`config.mk`:
```
export PLATFORM = sky130hd
export DESIGN_NAME = eth_ipv4_tcp_header_extractor_core_flat
export DESIGN_NICKNAME = d
export VERILOG_FILES = /design/src/eitc_pkg.sv /design/src/eitc_if.sv /design/src/eitc_front.sv /design/src/eitc_queue.sv /design/src/eitc_back.sv /design/src/eth_ipv4_tcp_header_extractor_core.sv /design/src/flat_wrapper.sv
export VERILOG_INCLUDE_DIRS = /design/src /design/src/src
export SDC_FILE = /design/constraint.sdc
export NUM_CORES = 1
export LEC_CHECK = 0
export CAP_MARGIN = 20
export CORE_ASPECT_RATIO = 1.75
export CORE_MARGIN = 3
export CORE_UTILIZATION = 47
export CTS_BUF_LIST = sky130_fd_sc_hd__clkbuf_8
export CTS_CLUSTER_DIAMETER = 40
export DETAILED_ROUTE_END_ITERATION = 8
export DONT_BUFFER_PORTS = 1
export GPL_TIMING_DRIVEN = 0
export HOLD_SLACK_MARGIN = 0.03
export PLACE_DENSITY = 0.67
export SYNTH_ARGS = -nofsm -noshare
export SYNTH_HDL_FRONTEND = slang
export SYNTH_SLANG_ARGS = --single-unit
```
`constraint.sdc`:
```
create_clock -name clk -period 7.5 [get_ports clk]
set_input_delay 1.5 -clock clk [delete_from_list [all_inputs] [get_ports clk]]
set_output_delay 1.5 -clock clk [all_outputs]
set_load 0.02 [all_outputs]
```
`src/eth_ipv4_tcp_header_extractor_core_macros.svh`:
```
// Assertion macros shared by the extractor RTL.
// Each macro expands to a labeled concurrent assertion in simulation and to
// nothing in synthesis.
`ifndef ETH_IPV4_TCP_HEADER_EXTRACTOR_CORE_MACROS_SVH
`define ETH_IPV4_TCP_HEADER_EXTRACTOR_CORE_MACROS_SVH

`ifndef SYNTHESIS

// cond must hold at every clock edge out of reset
`define EITC_ASSERT_ALWAYS(lbl, clk, rstn, cond) \
  lbl: assert property (@(posedge clk) disable iff (!rstn) (cond)) \
    else $error("%m: assertion failed");

// cons must hold in the same cycle as ante
`define EITC_ASSERT_IMPLY(lbl, clk, rstn, ante, cons) \
  lbl: assert property (@(posedge clk) disable iff (!rstn) (ante) |-> (cons)) \
    else $error("%m: assertion failed");

// cons must hold in the cycle after ante
`define EITC_ASSERT_NEXT(lbl, clk, rstn, ante, cons) \
  lbl: assert property (@(posedge clk) disable iff (!rstn) (ante) |=> (cons)) \
    else $error("%m: assertion failed");

`else

`define EITC_ASSERT_ALWAYS(lbl, clk, rstn, cond)
`define EITC_ASSERT_IMPLY(lbl, clk, rstn, ante, cons)
`define EITC_ASSERT_NEXT(lbl, clk, rstn, ante, cons)

`endif

`endif

```
`src/eitc_pkg.sv`:
```
`timescale 1ns / 1ps

package eitc_pkg;

  localparam int unsigned POS_W       = 7;
  localparam int unsigned QUEUE_DEPTH = 4;

  localparam logic [POS_W-1:0] POS_MAX         = 7'd127;
  localparam logic [POS_W-1:0] ETH_HDR_LEN     = 7'd14;
  localparam logic [POS_W-1:0] TCP_OFFSET_BYTE = 7'd12;
  localparam logic [7:0]       TYPE_IPV4_HI    = 8'h08;
  localparam logic [7:0]       TYPE_IPV4_LO    = 8'h00;
  localparam logic [7:0]       PROTO_TCP       = 8'd6;

  // Header field that a byte lands in (Ethernet and IPv4 fields never overlap)
  typedef logic [3:0] hdr_sel_t;
  localparam hdr_sel_t HDR_NONE    = 4'd0;
  localparam hdr_sel_t HDR_MAC_DST = 4'd1;
  localparam hdr_sel_t HDR_MAC_SRC = 4'd2;
  localparam hdr_sel_t HDR_ETYPE   = 4'd3;
  localparam hdr_sel_t HDR_VER_IHL = 4'd4;
  localparam hdr_sel_t HDR_IP_LEN  = 4'd5;
  localparam hdr_sel_t HDR_PROTO   = 4'd6;
  localparam hdr_sel_t HDR_SRC_IP  = 4'd7;
  localparam hdr_sel_t HDR_DST_IP  = 4'd8;

  // TCP field that a byte lands in; may coincide with an IPv4 field
  typedef logic [1:0] tcp_sel_t;
  localparam tcp_sel_t TCP_NONE   = 2'd0;
  localparam tcp_sel_t TCP_SPORT  = 2'd1;
  localparam tcp_sel_t TCP_DPORT  = 2'd2;
  localparam tcp_sel_t TCP_OFFSET = 2'd3;

  typedef struct packed {
    logic [7:0] data_byte;
    logic       last_byte;
    hdr_sel_t   hdr_sel;
    tcp_sel_t   tcp_sel;
  } item_t;

  typedef struct packed {
    logic [47:0] dest_mac;
    logic [47:0] source_mac;
    logic [15:0] ether_type;
    logic [3:0]  ip_version;
    logic [3:0]  ip_header_words;
    logic [15:0] ip_total_length;
    logic [7:0]  ip_protocol;
    logic [31:0] source_ip;
    logic [31:0] dest_ip;
    logic [15:0] tcp_source_port;
    logic [15:0] tcp_dest_port;
    logic [3:0]  tcp_data_offset;
  } record_t;

  // Handshake between two internal stages
  typedef struct packed {
    logic  valid;
    item_t item;
  } push_t;

endpackage

```
`src/eitc_if.sv`:
```
`timescale 1ns / 1ps

interface eitc_in_if;
  logic       valid;
  logic       ready;
  logic [7:0] data_byte;
  logic       last_byte;

  modport source (output valid, output data_byte, output last_byte, input ready);
  modport sink (input valid, input data_byte, input last_byte, output ready);
endinterface

interface eitc_out_if;
  logic        valid;
  logic        ready;
  logic [47:0] dest_mac;
  logic [47:0] source_mac;
  logic [15:0] ether_type;
  logic [3:0]  ip_version;
  logic [3:0]  ip_header_words;
  logic [15:0] ip_total_length;
  logic [7:0]  ip_protocol;
  logic [31:0] source_ip;
  logic [31:0] dest_ip;
  logic [15:0] tcp_source_port;
  logic [15:0] tcp_dest_port;
  logic [3:0]  tcp_data_offset;

  modport source (
    output valid, input ready,
    output dest_mac, output source_mac, output ether_type, output ip_version,
    output ip_header_words, output ip_total_length, output ip_protocol,
    output source_ip, output dest_ip, output tcp_source_port,
    output tcp_dest_port, output tcp_data_offset
  );
  modport sink (
    input valid, output ready,
    input dest_mac, input source_mac, input ether_type, input ip_version,
    input ip_header_words, input ip_total_length, input ip_protocol,
    input source_ip, input dest_ip, input tcp_source_port,
    input tcp_dest_port, input tcp_data_offset
  );
endinterface

```
`src/eitc_front.sv`:
```
`timescale 1ns / 1ps
`include "eth_ipv4_tcp_header_extractor_core_macros.svh"

module eitc_front (
  input  logic            clk,
  input  logic            rst_n,
  eitc_in_if.sink         in_chan,
  input  logic            push_ready,
  output eitc_pkg::push_t push
);

  logic [eitc_pkg::POS_W-1:0] pos_r, pos_nxt;
  logic                       type_hi_r, type_hi_nxt;
  logic                       ipv4_r, ipv4_nxt;
  logic [3:0]                 ihl_r, ihl_nxt;

  logic                       accept;
  logic [3:0]                 ihl;
  logic [eitc_pkg::POS_W-1:0] tcp_start;
  logic [eitc_pkg::POS_W-1:0] tcp_dport;
  logic [eitc_pkg::POS_W-1:0] tcp_end;
  logic [eitc_pkg::POS_W-1:0] tcp_off;
  eitc_pkg::hdr_sel_t         hdr_sel;
  eitc_pkg::tcp_sel_t         tcp_sel;

  assign accept = in_chan.valid && push_ready;
  assign in_chan.ready = push_ready;

  // At the version byte itself the header length comes from the byte
  assign ihl = (pos_r == eitc_pkg::ETH_HDR_LEN) ? in_chan.data_byte[3:0] : ihl_r;
  assign tcp_start = eitc_pkg::ETH_HDR_LEN + {1'b0, ihl, 2'b00};
  assign tcp_dport = tcp_start + 7'd2;
  assign tcp_end   = tcp_start + 7'd4;
  assign tcp_off   = tcp_start + eitc_pkg::TCP_OFFSET_BYTE;

  always_comb begin
    hdr_sel = eitc_pkg::HDR_NONE;
    case (pos_r) inside
      [7'd0:7'd5]:   hdr_sel = eitc_pkg::HDR_MAC_DST;
      [7'd6:7'd11]:  hdr_sel = eitc_pkg::HDR_MAC_SRC;
      [7'd12:7'd13]: hdr_sel = eitc_pkg::HDR_ETYPE;
      7'd14:         hdr_sel = ipv4_r ? eitc_pkg::HDR_VER_IHL : eitc_pkg::HDR_NONE;
      [7'd16:7'd17]: hdr_sel = ipv4_r ? eitc_pkg::HDR_IP_LEN : eitc_pkg::HDR_NONE;
      7'd23:         hdr_sel = ipv4_r ? eitc_pkg::HDR_PROTO : eitc_pkg::HDR_NONE;
      [7'd26:7'd29]: hdr_sel = ipv4_r ? eitc_pkg::HDR_SRC_IP : eitc_pkg::HDR_NONE;
      [7'd30:7'd33]: hdr_sel = ipv4_r ? eitc_pkg::HDR_DST_IP : eitc_pkg::HDR_NONE;
      default:       hdr_sel = eitc_pkg::HDR_NONE;
    endcase
  end

  always_comb begin
    tcp_sel = eitc_pkg::TCP_NONE;
    if (ipv4_r && pos_r >= eitc_pkg::ETH_HDR_LEN) begin
      if (pos_r >= tcp_start && pos_r < tcp_dport) begin
        tcp_sel = eitc_pkg::TCP_SPORT;
      end else if (pos_r >= tcp_dport && pos_r < tcp_end) begin
        tcp_sel = eitc_pkg::TCP_DPORT;
      end else if (pos_r == tcp_off) begin
        tcp_sel = eitc_pkg::TCP_OFFSET;
      end
    end
  end

  always_comb begin
    pos_nxt     = pos_r;
    type_hi_nxt = type_hi_r;
    ipv4_nxt    = ipv4_r;
    ihl_nxt     = ihl_r;
    if (accept) begin
      if (in_chan.last_byte) begin
        pos_nxt     = '0;
        type_hi_nxt = 1'b0;
        ipv4_nxt    = 1'b0;
        ihl_nxt     = '0;
      end else begin
        if (pos_r != eitc_pkg::POS_MAX) begin
          pos_nxt = pos_r + 7'd1;
        end
        if (pos_r == 7'd12) begin
          type_hi_nxt = (in_chan.data_byte == eitc_pkg::TYPE_IPV4_HI);
        end
        if (pos_r == 7'd13) begin
          ipv4_nxt = type_hi_r && (in_chan.data_byte == eitc_pkg::TYPE_IPV4_LO);
        end
        if (pos_r == eitc_pkg::ETH_HDR_LEN && ipv4_r) begin
          ihl_nxt = in_chan.data_byte[3:0];
        end
      end
    end
  end

  always_ff @(posedge clk) begin
    if (!rst_n) begin
      pos_r     <= '0;
      type_hi_r <= 1'b0;
      ipv4_r    <= 1'b0;
      ihl_r     <= '0;
    end else begin
      pos_r     <= pos_nxt;
      type_hi_r <= type_hi_nxt;
      ipv4_r    <= ipv4_nxt;
      ihl_r     <= ihl_nxt;
    end
  end

  assign push.valid          = in_chan.valid;
  assign push.item.data_byte = in_chan.data_byte;
  assign push.item.last_byte = in_chan.last_byte;
  assign push.item.hdr_sel   = hdr_sel;
  assign push.item.tcp_sel   = tcp_sel;

  `EITC_ASSERT_NEXT(a_front_restart, clk, rst_n, accept && in_chan.last_byte,
    pos_r == '0 && !ipv4_r && !type_hi_r)
  `EITC_ASSERT_IMPLY(a_front_ipv4_only_past_etype, clk, rst_n, ipv4_r,
    pos_r >= eitc_pkg::ETH_HDR_LEN)
  `EITC_ASSERT_IMPLY(a_front_tcp_needs_ipv4, clk, rst_n,
    tcp_sel != eitc_pkg::TCP_NONE, ipv4_r)

endmodule

```
`src/eitc_queue.sv`:
```
`timescale 1ns / 1ps
`include "eth_ipv4_tcp_header_extractor_core_macros.svh"

module eitc_queue #(
  parameter int unsigned DEPTH = eitc_pkg::QUEUE_DEPTH
) (
  input  logic            clk,
  input  logic            rst_n,
  input  eitc_pkg::push_t push,
  output logic            push_ready,
  output eitc_pkg::push_t head,
  input  logic            pop_ready
);

  localparam int unsigned PTR_W = (DEPTH > 1) ? $clog2(DEPTH) : 1;
  localparam int unsigned CNT_W = $clog2(DEPTH + 1);

  eitc_pkg::item_t  slot_r [DEPTH];
  logic [PTR_W-1:0] wr_ptr_r, wr_ptr_nxt;
  logic [PTR_W-1:0] rd_ptr_r, rd_ptr_nxt;
  logic [CNT_W-1:0] count_r, count_nxt;

  logic do_push;
  logic do_pop;

  assign push_ready = (count_r != CNT_W'(DEPTH));
  assign do_push    = push.valid && push_ready;
  assign do_pop     = pop_ready && (count_r != '0);

  assign head.valid = (count_r != '0);
  assign head.item  = slot_r[rd_ptr_r];

  always_comb begin
    wr_ptr_nxt = wr_ptr_r;
    rd_ptr_nxt = rd_ptr_r;
    count_nxt  = count_r;
    if (do_push) begin
      wr_ptr_nxt = (wr_ptr_r == PTR_W'(DEPTH - 1)) ? '0 : wr_ptr_r + PTR_W'(1);
    end
    if (do_pop) begin
      rd_ptr_nxt = (rd_ptr_r == PTR_W'(DEPTH - 1)) ? '0 : rd_ptr_r + PTR_W'(1);
    end
    if (do_push && !do_pop) begin
      count_nxt = count_r + CNT_W'(1);
    end else if (do_pop && !do_push) begin
      count_nxt = count_r - CNT_W'(1);
    end
  end

  always_ff @(posedge clk) begin
    if (!rst_n) begin
      wr_ptr_r <= '0;
      rd_ptr_r <= '0;
      count_r  <= '0;
    end else begin
      wr_ptr_r <= wr_ptr_nxt;
      rd_ptr_r <= rd_ptr_nxt;
      count_r  <= count_nxt;
    end
  end

  always_ff @(posedge clk) begin
    if (do_push) begin
      slot_r[wr_ptr_r] <= push.item;
    end
  end

  `EITC_ASSERT_ALWAYS(a_queue_bound, clk, rst_n, count_r <= CNT_W'(DEPTH))
  `EITC_ASSERT_NEXT(a_queue_fill, clk, rst_n, do_push && !do_pop,
    count_r == $past(count_r) + CNT_W'(1))
  `EITC_ASSERT_IMPLY(a_queue_ptrs, clk, rst_n, count_r == '0, wr_ptr_r == rd_ptr_r)

endmodule

```
`src/eitc_back.sv`:
```
`timescale 1ns / 1ps
`include "eth_ipv4_tcp_header_extractor_core_macros.svh"

module eitc_back (
  input  logic            clk,
  input  logic            rst_n,
  input  eitc_pkg::push_t head,
  output logic            pop_ready,
  eitc_out_if.source      out_chan
);

  logic [47:0] dst_mac_r, dst_mac_nxt;
  logic [47:0] src_mac_r, src_mac_nxt;
  logic [15:0] etype_r, etype_nxt;
  logic [7:0]  ver_ihl_r, ver_ihl_nxt;
  logic [15:0] ip_len_r, ip_len_nxt;
  logic [7:0]  proto_r, proto_nxt;
  logic [31:0] src_ip_r, src_ip_nxt;
  logic [31:0] dst_ip_r, dst_ip_nxt;
  logic [15:0] sport_r, sport_nxt;
  logic [15:0] dport_r, dport_nxt;
  logic [3:0]  tcp_off_r, tcp_off_nxt;

  logic              out_valid_r;
  eitc_pkg::record_t out_rec_r;
  eitc_pkg::record_t rec;

  logic       pop;
  logic       emit;
  logic       is_tcp;
  logic [7:0] b;

  // A plain byte always drains; the last byte waits for a free output slot
  assign pop_ready = !head.item.last_byte || !out_valid_r || out_chan.ready;
  assign pop       = head.valid && pop_ready;
  assign emit      = pop && head.item.last_byte;
  assign b         = head.item.data_byte;

  always_comb begin
    dst_mac_nxt = dst_mac_r;
    src_mac_nxt = src_mac_r;
    etype_nxt   = etype_r;
    ver_ihl_nxt = ver_ihl_r;
    ip_len_nxt  = ip_len_r;
    proto_nxt   = proto_r;
    src_ip_nxt  = src_ip_r;
    dst_ip_nxt  = dst_ip_r;
    sport_nxt   = sport_r;
    dport_nxt   = dport_r;
    tcp_off_nxt = tcp_off_r;
    if (pop) begin
      case (head.item.hdr_sel)
        eitc_pkg::HDR_MAC_DST: dst_mac_nxt = {dst_mac_r[39:0], b};
        eitc_pkg::HDR_MAC_SRC: src_mac_nxt = {src_mac_r[39:0], b};
        eitc_pkg::HDR_ETYPE:   etype_nxt   = {etype_r[7:0], b};
        eitc_pkg::HDR_VER_IHL: ver_ihl_nxt = b;
        eitc_pkg::HDR_IP_LEN:  ip_len_nxt  = {ip_len_r[7:0], b};
        eitc_pkg::HDR_PROTO:   proto_nxt   = b;
        eitc_pkg::HDR_SRC_IP:  src_ip_nxt  = {src_ip_r[23:0], b};
        eitc_pkg::HDR_DST_IP:  dst_ip_nxt  = {dst_ip_r[23:0], b};
        default: ;
      endcase
      case (head.item.tcp_sel)
        eitc_pkg::TCP_SPORT:  sport_nxt   = {sport_r[7:0], b};
        eitc_pkg::TCP_DPORT:  dport_nxt   = {dport_r[7:0], b};
        eitc_pkg::TCP_OFFSET: tcp_off_nxt = b[7:4];
        default: ;
      endcase
    end
  end

  // Build the record from the captures including the final byte
  assign is_tcp = (proto_nxt == eitc_pkg::PROTO_TCP);

  always_comb begin
    rec.dest_mac        = dst_mac_nxt;
    rec.source_mac      = src_mac_nxt;
    rec.ether_type      = etype_nxt;
    rec.ip_version      = ver_ihl_nxt[7:4];
    rec.ip_header_words = ver_ihl_nxt[3:0];
    rec.ip_total_length = ip_len_nxt;
    rec.ip_protocol     = proto_nxt;
    rec.source_ip       = src_ip_nxt;
    rec.dest_ip         = dst_ip_nxt;
    rec.tcp_source_port = is_tcp ? sport_nxt : 16'd0;
    rec.tcp_dest_port   = is_tcp ? dport_nxt : 16'd0;
    rec.tcp_data_offset = is_tcp ? tcp_off_nxt : 4'd0;
  end

  always_ff @(posedge clk) begin
    if (!rst_n || emit) begin
      dst_mac_r <= '0;
      src_mac_r <= '0;
      etype_r   <= '0;
      ver_ihl_r <= '0;
      ip_len_r  <= '0;
      proto_r   <= '0;
      src_ip_r  <= '0;
      dst_ip_r  <= '0;
      sport_r   <= '0;
      dport_r   <= '0;
      tcp_off_r <= '0;
    end else begin
      dst_mac_r <= dst_mac_nxt;
      src_mac_r <= src_mac_nxt;
      etype_r   <= etype_nxt;
      ver_ihl_r <= ver_ihl_nxt;
      ip_len_r  <= ip_len_nxt;
      proto_r   <= proto_nxt;
      src_ip_r  <= src_ip_nxt;
      dst_ip_r  <= dst_ip_nxt;
      sport_r   <= sport_nxt;
      dport_r   <= dport_nxt;
      tcp_off_r <= tcp_off_nxt;
    end
  end

  always_ff @(posedge clk) begin
    if (!rst_n) begin
      out_valid_r <= 1'b0;
    end else if (emit) begin
      out_valid_r <= 1'b1;
    end else if (out_chan.ready) begin
      out_valid_r <= 1'b0;
    end
  end

  always_ff @(posedge clk) begin
    if (emit) begin
      out_rec_r <= rec;
    end
  end

  assign out_chan.valid           = out_valid_r;
  assign out_chan.dest_mac        = out_rec_r.dest_mac;
  assign out_chan.source_mac      = out_rec_r.source_mac;
  assign out_chan.ether_type      = out_rec_r.ether_type;
  assign out_chan.ip_version      = out_rec_r.ip_version;
  assign out_chan.ip_header_words = out_rec_r.ip_header_words;
  assign out_chan.ip_total_length = out_rec_r.ip_total_length;
  assign out_chan.ip_protocol     = out_rec_r.ip_protocol;
  assign out_chan.source_ip       = out_rec_r.source_ip;
  assign out_chan.dest_ip         = out_rec_r.dest_ip;
  assign out_chan.tcp_source_port = out_rec_r.tcp_source_port;
  assign out_chan.tcp_dest_port   = out_rec_r.tcp_dest_port;
  assign out_chan.tcp_data_offset = out_rec_r.tcp_data_offset;

  `EITC_ASSERT_NEXT(a_back_emit_clears, clk, rst_n, emit,
    out_valid_r && proto_r == '0 && etype_r == '0 && dst_mac_r == '0)
  `EITC_ASSERT_IMPLY(a_back_tcp_gate, clk, rst_n,
    out_valid_r && out_rec_r.ip_protocol != eitc_pkg::PROTO_TCP,
    out_rec_r.tcp_source_port == '0 && out_rec_r.tcp_dest_port == '0 &&
    out_rec_r.tcp_data_offset == '0)
  `EITC_ASSERT_IMPLY(a_back_no_overwrite, clk, rst_n, emit,
    !out_valid_r || out_chan.ready)

endmodule

```
`src/eth_ipv4_tcp_header_extractor_core.sv`:
```
`timescale 1ns / 1ps

// Ethernet / IPv4 / TCP header extractor.
// in_chan carries one frame byte per transaction, in wire order, with
// last_byte marking the final byte. out_chan carries one header record per
// frame, sent once the last byte has been taken: MACs, EtherType, the IPv4
// fields when the EtherType is 0x0800, and the TCP ports and data offset when
// the protocol is 6. Fields whose bytes never arrived read as zero.
// Throughput: one byte per cycle while out_chan does not stall. The front end
// classifies each byte by its saturating position and feeds a small queue;
// the back end pops one byte per cycle into the capture registers, but holds
// a last byte while an unaccepted record waits. Once popped from the queue,
// the last byte completes the record, which is registered for out_chan.
// Reset (rst_n low, synchronous) empties the queue, drops any pending record
// and clears the byte position and all captures.
// When out_chan stalls, the record holds in its output register; bytes keep
// draining until the next last byte reaches the head of the queue, then the
// queue fills and in_chan.ready drops.

module eth_ipv4_tcp_header_extractor_core #(
  parameter int unsigned QUEUE_DEPTH = eitc_pkg::QUEUE_DEPTH
) (
  input logic        clk,
  input logic        rst_n,
  eitc_in_if.sink    in_chan,
  eitc_out_if.source out_chan
);

  eitc_pkg::push_t push;
  eitc_pkg::push_t head;
  logic            push_ready;
  logic            pop_ready;

  eitc_front u_front (
    .clk        (clk),
    .rst_n      (rst_n),
    .in_chan    (in_chan),
    .push_ready (push_ready),
    .push       (push)
  );

  eitc_queue #(
    .DEPTH (QUEUE_DEPTH)
  ) u_queue (
    .clk        (clk),
    .rst_n      (rst_n),
    .push       (push),
    .push_ready (push_ready),
    .head       (head),
    .pop_ready  (pop_ready)
  );

  eitc_back u_back (
    .clk       (clk),
    .rst_n     (rst_n),
    .head      (head),
    .pop_ready (pop_ready),
    .out_chan  (out_chan)
  );

endmodule
```
`src/flat_wrapper.sv`:
```
// flat-port wrapper written by rule: the top's interface ports become plain ports
module eth_ipv4_tcp_header_extractor_core_flat 
#(
  parameter int unsigned QUEUE_DEPTH = eitc_pkg::QUEUE_DEPTH
)
  (clk, rst_n, in_chan_valid, in_chan_data_byte, in_chan_last_byte, in_chan_ready, out_chan_valid, out_chan_ready, out_chan_dest_mac, out_chan_source_mac, out_chan_ether_type, out_chan_ip_version, out_chan_ip_header_words, out_chan_ip_total_length, out_chan_ip_protocol, out_chan_source_ip, out_chan_dest_ip, out_chan_tcp_source_port, out_chan_tcp_dest_port, out_chan_tcp_data_offset);
  eitc_in_if in_chan_i ();
  eitc_out_if out_chan_i ();
  input logic clk;
  input logic rst_n;
  input wire logic [$bits(in_chan_i.valid)-1:0] in_chan_valid;
  input wire logic [$bits(in_chan_i.data_byte)-1:0] in_chan_data_byte;
  input wire logic [$bits(in_chan_i.last_byte)-1:0] in_chan_last_byte;
  output wire logic [$bits(in_chan_i.ready)-1:0] in_chan_ready;
  output wire logic [$bits(out_chan_i.valid)-1:0] out_chan_valid;
  input wire logic [$bits(out_chan_i.ready)-1:0] out_chan_ready;
  output wire logic [$bits(out_chan_i.dest_mac)-1:0] out_chan_dest_mac;
  output wire logic [$bits(out_chan_i.source_mac)-1:0] out_chan_source_mac;
  output wire logic [$bits(out_chan_i.ether_type)-1:0] out_chan_ether_type;
  output wire logic [$bits(out_chan_i.ip_version)-1:0] out_chan_ip_version;
  output wire logic [$bits(out_chan_i.ip_header_words)-1:0] out_chan_ip_header_words;
  output wire logic [$bits(out_chan_i.ip_total_length)-1:0] out_chan_ip_total_length;
  output wire logic [$bits(out_chan_i.ip_protocol)-1:0] out_chan_ip_protocol;
  output wire logic [$bits(out_chan_i.source_ip)-1:0] out_chan_source_ip;
  output wire logic [$bits(out_chan_i.dest_ip)-1:0] out_chan_dest_ip;
  output wire logic [$bits(out_chan_i.tcp_source_port)-1:0] out_chan_tcp_source_port;
  output wire logic [$bits(out_chan_i.tcp_dest_port)-1:0] out_chan_tcp_dest_port;
  output wire logic [$bits(out_chan_i.tcp_data_offset)-1:0] out_chan_tcp_data_offset;
  assign in_chan_i.valid = in_chan_valid;
  assign in_chan_i.data_byte = in_chan_data_byte;
  assign in_chan_i.last_byte = in_chan_last_byte;
  assign in_chan_ready = in_chan_i.ready;
  assign out_chan_valid = out_chan_i.valid;
  assign out_chan_i.ready = out_chan_ready;
  assign out_chan_dest_mac = out_chan_i.dest_mac;
  assign out_chan_source_mac = out_chan_i.source_mac;
  assign out_chan_ether_type = out_chan_i.ether_type;
  assign out_chan_ip_version = out_chan_i.ip_version;
  assign out_chan_ip_header_words = out_chan_i.ip_header_words;
  assign out_chan_ip_total_length = out_chan_i.ip_total_length;
  assign out_chan_ip_protocol = out_chan_i.ip_protocol;
  assign out_chan_source_ip = out_chan_i.source_ip;
  assign out_chan_dest_ip = out_chan_i.dest_ip;
  assign out_chan_tcp_source_port = out_chan_i.tcp_source_port;
  assign out_chan_tcp_dest_port = out_chan_i.tcp_dest_port;
  assign out_chan_tcp_data_offset = out_chan_i.tcp_data_offset;
  eth_ipv4_tcp_header_extractor_core #(.QUEUE_DEPTH(QUEUE_DEPTH)) u_core (.clk(clk), .rst_n(rst_n), .in_chan(in_chan_i), .out_chan(out_chan_i));
endmodule
```
Word level (Yosys, flattened, before mapping) --
Memory sizes are Yosys's and may differ from the RTL's. A register that Yosys moved wholly into a read port is not among the register bits. Index checks and enable logic that the tools add are counted.
Word-level totals: memory bits (writable) 60, memories kept 1, bits in registers 509, word-level logic and storage cells 174, output and inout port bits 246
Operators by class: add/subtract/negate cells 9, $lt $le $gt $ge 17, multiplexer cells 58, equality and inequality tests 22, reductions and logical operators 36
Memory list:
- u_core.u_queue.slot_r | words 4, bits a word 15, rd ports 1, clocked after memory_dff 1, write ports 1, RTL line eitc_queue.sv:18 | eitc_pkg::item_t slot_r [DEPTH];
Operator list (count):
- 48-bit 2-to-1 mux | 4
- 16-bit 2-to-1 mux | 8
- 32-bit 2-to-1 mux | 4
- 4-bit 2-to-1 mux | 14
- 8-bit 2-to-1 mux | 4
- 7-bit by 4-bit equality test with 1-bit output (second input constant) | 3
- 7-bit by 5-bit >= comparator with 1-bit output (second input constant) | 3
- 3-bit 2-to-1 mux | 6
- 4-bit by 3-bit equality test with 1-bit output (second input constant) | 4
- 1-bit logical AND | 16
- 2-bit 2-to-1 mux | 8
- 7-bit by 4-bit >= comparator with 1-bit output (second input constant) | 2
- 7-bit >= comparator | 2
- 7-bit by 4-bit less-or-equal comparator with 1-bit output (second input constant) | 2
- 7-bit by 5-bit less-or-equal comparator with 1-bit output (second input constant) | 2
- 7-bit less-than comparator | 2
- 7-bit 2-to-1 mux | 2
- 2-bit nonzero test | 6
- 2-bit equality test (second input constant) | 4
- 4-bit by 2-bit equality test with 1-bit output (second input constant) | 2
- 8-bit by 3-bit equality test with 1-bit output (second input constant) | 1
- 8-bit by 4-bit equality test with 1-bit output (second input constant) | 1
- 8-bit logical NOT | 1
- 1-bit 2-to-1 mux | 8
- 23 further kinds | 33

Longest topological paths before layout --
depth after elaboration 10, gate-level depth with buffers 16, mapped depth without buffers 15

Cells and area by module --
A second synthesis with hierarchy kept.
Second synthesis, totals: cells, all modules 1454, area total of the unflattened synthesis 21520.6 µm²
Modules (own cells, without submodules):
- eitc_back | seq. area each 12231.7 µm², cells an instance 1106, area each 17191.5 µm², times used 1
- eitc_queue | seq. area each 1981.9 µm², cells an instance 129, area each 2647.5 µm², times used 1
- eitc_front | seq. area each 260.2 µm², cells an instance 219, area each 1681.6 µm², times used 1

Least setup slack after synthesis --
OpenSTA, ideal clock, no wires.
kind input to register, start input port out_chan_ready, end register u_core.u_back.out_rec_r (netlist bit u_core.u_back.out_chan.dest_ip[0]) (enable), setup time 0.597 ns, stages on the path 4, arrival 6.463 ns, required time 6.903 ns, path slack 0.441 ns, cells stage by stage nor2b_1 nor2_1 nand2_1 inv_1
On the way: longest elaborated chain between the ends 3
Ends and longest elaborated chain:
- start: declaration | RTL line flat_wrapper.sv:16 | input wire logic [$bits(out_chan_i.ready)-1:0] out_chan_ready;
- 1-bit logical OR | RTL line eitc_back.sv:34 | assign pop_ready = !head.item.last_byte || !out_valid_r || out_chan.ready;
- 1-bit logical AND | RTL line eitc_back.sv:35 | assign pop = head.valid && pop_ready;
- 1-bit logical AND | RTL line eitc_back.sv:36 | assign emit = pop && head.item.last_byte;
- via u_core.u_back.emit | RTL line eitc_back.sv:29 | logic emit;
- end signal: assignment | RTL line eitc_back.sv:130 | out_rec_r <= rec;
- end: declaration | RTL line eitc_back.sv:25 | eitc_pkg::record_t out_rec_r;
The timed path passes the listed nets, and every way through them passes these cells. A chain may end at the register's enable or synchronous reset.

==> metrics.sh <==
SYNTH-COMPOUND-AREA-SHARE_PCT=2.05
MAXCAPVIOLCOUNT=0
HOLD_PATH_STARTPOINT='u_core.u_back.sport_r[15]'
PLACE.GP.CONGESTION=0.902
SYNTH_EDF_COUNT=304
PLACED_CELLS=2007
DIEHEIGHT_UM=286
CLKTRANSATPATHREGS_PS=60
FINISH.NET_COUNT=1554
MULTI_INPUT_AREA_UM2=6230
ROUTE.DETAILED.WL_PER_INST_UM=21.9
SYNTH_TOP_CELL_BY_AREA='sky130_fd_sc_hd__edfxtp_1'
WORST_IR_DROP_VDD_mV=0.292
OUTCOME='completed'
POSTCTSRESIZEDCELLS=0
POST_SYNTH_MUX_AREA_SHARE_PCT=14.7
SYNTH_TOP_FAMILY_BY_AREA='multiplexers'
CRIT_TYPE='flop to flop'
SLEW_VIOL_FINAL=0
SETUP-TNS-FINAL_PS=0
ASYNC_RESET_FF_SHARE_PCT=0
DIE-WIDTH_UM=166
GRT_SETUP_UNREPAIRED='false'
SETUP.WORST_PATH.START_CLASS='flop'
GLOBAL_ROUTE.USAGE.TOTAL_PCT=19.6
MAX_FCLK_MHz=219
ANT_NETS=0
CTS_TREE='yes'
GRT_PASS1_WL_UM=71000
SYNTH.FF_LATCH_COUNT=571
CLOCKROOTBUFFER='sky130_fd_sc_hd__clkbuf_8'
CTS_MAX_PATH_BUFFERS=3
MIN_PERIOD_PS=4560
NETLIST_AREA_UM2=21100
AREA_GROWTH_PCT=11.4
AREA_FRACTION_OF_THE_DOMINANT_CELL_TYPE_AFTER_SYNTHESIS_PCT=43.3
NETLIST-CELL-TYPE-COUNT=58
R2R_SLACK_PS=2940
NETLIST_INSTANCES=1433
INITIAL_UTILIZATION_PCT=47.6
HOLD_PATH_END='u_core.u_back.sport_r[15]'
TIMING.FINAL.CRIT_SHARE_PCT=60.8
SYNTH_SIMPLE_GATE_AREA_SHARE_PCT=10.7
ANTENNA_FOUND_INITIAL=1
HOLD_CLASS='flop to flop'
WORST_SKEW_LATE_LATENCY_PS=640
WORST_SLEW_PIN_SLEW_PS=1090
PIN_COUNT_OF_THE_BIGGEST_NET_ENTERING_GLOBAL_ROUTING=87
FILLERS=3644
POSTSYNTH.TOPFLOPCELL='sky130_fd_sc_hd__edfxtp_1'
POWER_PER_CELL_AREA_nW_PER_UM2=385
CTSHTREEMAXLEVEL=3
NUMPORTBUFFERS=0
ENDPOINT_KIND='flop'
FINALHOLDVIOLATIONS=0
TOTAL_POWER_W=0.00903
GRT-OVFL-TOTAL=0
NUM_ROWS=102
ROUTED-VIA-COUNT=11238
WORSTREG2REGSTART='u_core.u_front.pos_r[1]'
SYNTH_SEQUENTIAL_AREA_RATIO_PCT=68.7
LAYOUTNONFILLERINSTCOUNT=2157
ROUTE.DETAILED.DRC=0
BOUNDARYPINS=259
YS.WARNINGS.COUNT=0
DRTPASS1ITERATIONS=4
SYNTH_FP_NETS=1470
FF2FF_PATH_DEPTH=15
STARTPOINT='u_core.u_front.pos_r[1]'
CLKSINKCOUNT=571
FRACTION_OF_FINAL_LAYOUT_CELLS_WITH_DRIVE_STRENGTH_GREATER_THAN_1_PCT=22.9
AVGVIACOUNTPERCELL=5.21
PARITY_GATE_SHARE_OF_THE_SYNTHESIZED_AREA_COUNTING_XOR_AND_XNOR_CELLS_PCT=0.618
FIRST_GLOBAL_VIAS=11928
LEAKAGEPOWER_nW=8.87
FIN_WORST_SKEW_PS=30.0
DESIGN.DIE.AREA_UM2=47500
CRITICAL_PATH_PEAK_FANOUT=10
RELATIVE_MAX_TRANSITION_MARGIN_PCT=27.5
CTS-HOLD-FIX-BUFFERS=0
CRITICAL_PATH_ARRIVAL_PS=4960
POSTCTSSETUPBUFFERS=0
SYN_AVG_CELL_AREA_UM2=14.7
POST_SYNTH_MAIN_AREA_CONTRIBUTORS='sky130_fd_sc_hd__edfxtp_1, sky130_fd_sc_hd__dfxtp_1, sky130_fd_sc_hd__mux2_2'
SYNTH-ADDER-AREA-SHARE_PCT=1.46
CTS_BUFFERS=80
CORE_UM2=44300
HOLDPATHSTAGES=2
DRT_ITER0_DRC=524
WORSTREG2REGEND='u_core.u_queue.slot_r[0][0]'
WL_UM=47200
CP_DATA_REQUIRED_TIME_PS=7900
HPWL_UM=34000
TIMING.FINAL.SETUP_VIOLATIONS=0
FINAL-SEQ-AREA_UM2=14500
kinds of logic (layout without fill, tap and decap cells):
| family | Yosys count | count (layout) |
|---|---|---|
| flops | 571 | 571 |
| simple gates | 406 | 406 |
| mux | 265 | 265 |
| buf+inv | 90 | 241 |
| compound gates | 63 | 63 |
| fa+ha+maj | 24 | 24 |
| xor+xnor | 14 | 14 |
| other cells | 0 | 1 |
state kept, by name (all words and copies together) (netlist names), 16 cells and up, named ones only:
register                                flops
u_core.u_back.out_chan.ether_type          16
u_core.u_back.out_chan.dest_mac            48
u_core.u_back.src_ip_r                     32
u_core.u_back.out_chan.ip_total_length     16
u_core.u_back.dst_ip_r                     32
u_core.u_back.out_chan.source_mac          48
u_core.u_queue.slot_r                      60
u_core.u_back.out_chan.dest_ip             32
u_core.u_back.out_chan.tcp_source_port     16
u_core.u_back.dst_mac_r                    48
u_core.u_back.src_mac_r                    48
u_core.u_back.etype_r                      16
u_core.u_back.sport_r                      16
u_core.u_back.dport_r                      16
u_core.u_back.ip_len_r                     16
u_core.u_back.out_chan.source_ip           32
u_core.u_back.out_chan.tcp_dest_port       16
metrics by stage:
stage | setup slack, ps | area [um2] | hold WS, ps | utilization, %
6_report | 2940 | 23500 | 493 | 53.0
5_1_grt | 2600 | 23500 | 505 | 53.0
4_1_cts | 2960 | 23500 | 492 | 53.0
3_5_place_dp | 2950 | 21800 | 475 | 49.3
3_3_place_gp | -1650 | 21800 | 467 | 49.2
2_1_floorplan | 441 | 21100 | 454 | -
layer usage:
metal	wire, um	part of all wire, %	vias up	GRT usage [%]
met3	2670	5.7	97	5.31
met4	1900	4.0	0	8.60
li1	-	-	5271	-
met5	0	0	-	0
met1	16200	34	5550	18.9
met2	26500	56	320	38.4
layout by cell type (no fill, tap or decap), types with 4 or more instances in the layout:
cell,Yosys,layout
sky130_fd_sc_hd__a21boi_0,5,5
sky130_fd_sc_hd__a21oi_1,14,14
sky130_fd_sc_hd__and3_1,6,6
sky130_fd_sc_hd__buf_2,14,14
sky130_fd_sc_hd__clkbuf_1,56,56
sky130_fd_sc_hd__clkbuf_8,0,95
sky130_fd_sc_hd__clkinv_1,0,11
sky130_fd_sc_hd__dfxtp_1,267,267
sky130_fd_sc_hd__edfxtp_1,304,304
sky130_fd_sc_hd__ha_1,23,23
sky130_fd_sc_hd__inv_1,15,44
sky130_fd_sc_hd__inv_8,0,6
sky130_fd_sc_hd__mux2_2,208,208
sky130_fd_sc_hd__mux2i_1,42,42
sky130_fd_sc_hd__mux4_2,15,15
sky130_fd_sc_hd__nand2_1,29,29
sky130_fd_sc_hd__nand3_1,6,6
sky130_fd_sc_hd__nand3b_1,4,4
sky130_fd_sc_hd__nand4_1,5,5
sky130_fd_sc_hd__nor2_1,96,96
sky130_fd_sc_hd__nor2b_1,220,220
sky130_fd_sc_hd__nor3_1,17,17
sky130_fd_sc_hd__nor4_1,4,4
sky130_fd_sc_hd__o21a_1,6,6
sky130_fd_sc_hd__o21ai_0,14,14
sky130_fd_sc_hd__xnor2_1,9,9
sky130_fd_sc_hd__xor2_1,4,4
cell usage after synthesis, types with 2 or more instances:
| cell type | instances |
|---|---|
| sky130_fd_sc_hd__edfxtp_1 | 304 |
| sky130_fd_sc_hd__dfxtp_1 | 267 |
| sky130_fd_sc_hd__nor2b_1 | 220 |
| sky130_fd_sc_hd__mux2_2 | 208 |
| sky130_fd_sc_hd__nor2_1 | 96 |
| sky130_fd_sc_hd__clkbuf_1 | 56 |
| sky130_fd_sc_hd__mux2i_1 | 42 |
| sky130_fd_sc_hd__nand2_1 | 29 |
| sky130_fd_sc_hd__ha_1 | 23 |
| sky130_fd_sc_hd__nor3_1 | 17 |
| sky130_fd_sc_hd__inv_1 | 15 |
| sky130_fd_sc_hd__mux4_2 | 15 |
| sky130_fd_sc_hd__a21oi_1 | 14 |
| sky130_fd_sc_hd__buf_2 | 14 |
| sky130_fd_sc_hd__o21ai_0 | 14 |
| sky130_fd_sc_hd__xnor2_1 | 9 |
| sky130_fd_sc_hd__and3_1 | 6 |
| sky130_fd_sc_hd__nand3_1 | 6 |
| sky130_fd_sc_hd__o21a_1 | 6 |
| sky130_fd_sc_hd__a21boi_0 | 5 |
| sky130_fd_sc_hd__nand4_1 | 5 |
| sky130_fd_sc_hd__nand3b_1 | 4 |
| sky130_fd_sc_hd__nor4_1 | 4 |
| sky130_fd_sc_hd__xor2_1 | 4 |
| sky130_fd_sc_hd__a21o_1 | 3 |
| sky130_fd_sc_hd__a22oi_1 | 3 |
| sky130_fd_sc_hd__and2_1 | 3 |
| sky130_fd_sc_hd__buf_1 | 3 |
| sky130_fd_sc_hd__or4_1 | 3 |
| sky130_fd_sc_hd__a31o_2 | 2 |
| sky130_fd_sc_hd__a31oi_1 | 2 |
| sky130_fd_sc_hd__nand4b_1 | 2 |
| sky130_fd_sc_hd__o2111ai_1 | 2 |
| sky130_fd_sc_hd__o211ai_1 | 2 |
| sky130_fd_sc_hd__or3_1 | 2 |
how the worst max path moves through the flow:
stage | to | slack [ps] | cells past startpoint
2_1_floorplan | u_core.u_back.out_chan.dest_ip[0] | 440 | 4
3_3_place_gp | u_core.u_back.out_chan.dest_mac[29] | -1650 | 4
3_5_place_dp | u_core.u_queue.slot_r[0][0] | 2950 | 12
4_1_cts | u_core.u_queue.slot_r[3][0] | 2960 | 15
5_1_grt | u_core.u_queue.slot_r[0][0] | 2600 | 15
6_report | u_core.u_queue.slot_r[0][0] | 2940 | 15
report_power, final:
part	total [W]	internal (W)	leakage, nW	switching (W)
clock	0.00239	0.00124	0.940	0.00115
sequential	0.00511	0.00414	5.05	0.000976
combinational	0.00152	0.000437	2.88	0.00109
worst max-delay path, cell delays in order, from the launching register on:
cell	delay, ps
sky130_fd_sc_hd__dfxtp_1	350
sky130_fd_sc_hd__clkbuf_1	520
sky130_fd_sc_hd__nand4b_4	220
sky130_fd_sc_hd__nor2_4	300
sky130_fd_sc_hd__mux2i_1	530
sky130_fd_sc_hd__inv_1	190
sky130_fd_sc_hd__ha_1	360
sky130_fd_sc_hd__inv_1	70
sky130_fd_sc_hd__nor3_1	230
sky130_fd_sc_hd__xor2_1	170
sky130_fd_sc_hd__ha_1	260
sky130_fd_sc_hd__a21o_1	160
sky130_fd_sc_hd__a21oi_1	190
sky130_fd_sc_hd__o21a_1	170
sky130_fd_sc_hd__o21ai_0	170
sky130_fd_sc_hd__a221oi_2	410
area by class of cell:
type	instances	share of cell area (%)
antenna	1	0.0107
buffer	74	1.29
clock buffer	95	5.57
clock inverter	54	1.32
inverter	16	0.288
multi-input combinational	772	26.5
sequential	571	61.7
tap	572	3.05
timing repair buffer	2	0.235
Note: power is estimated with default switching activity, not from simulation.
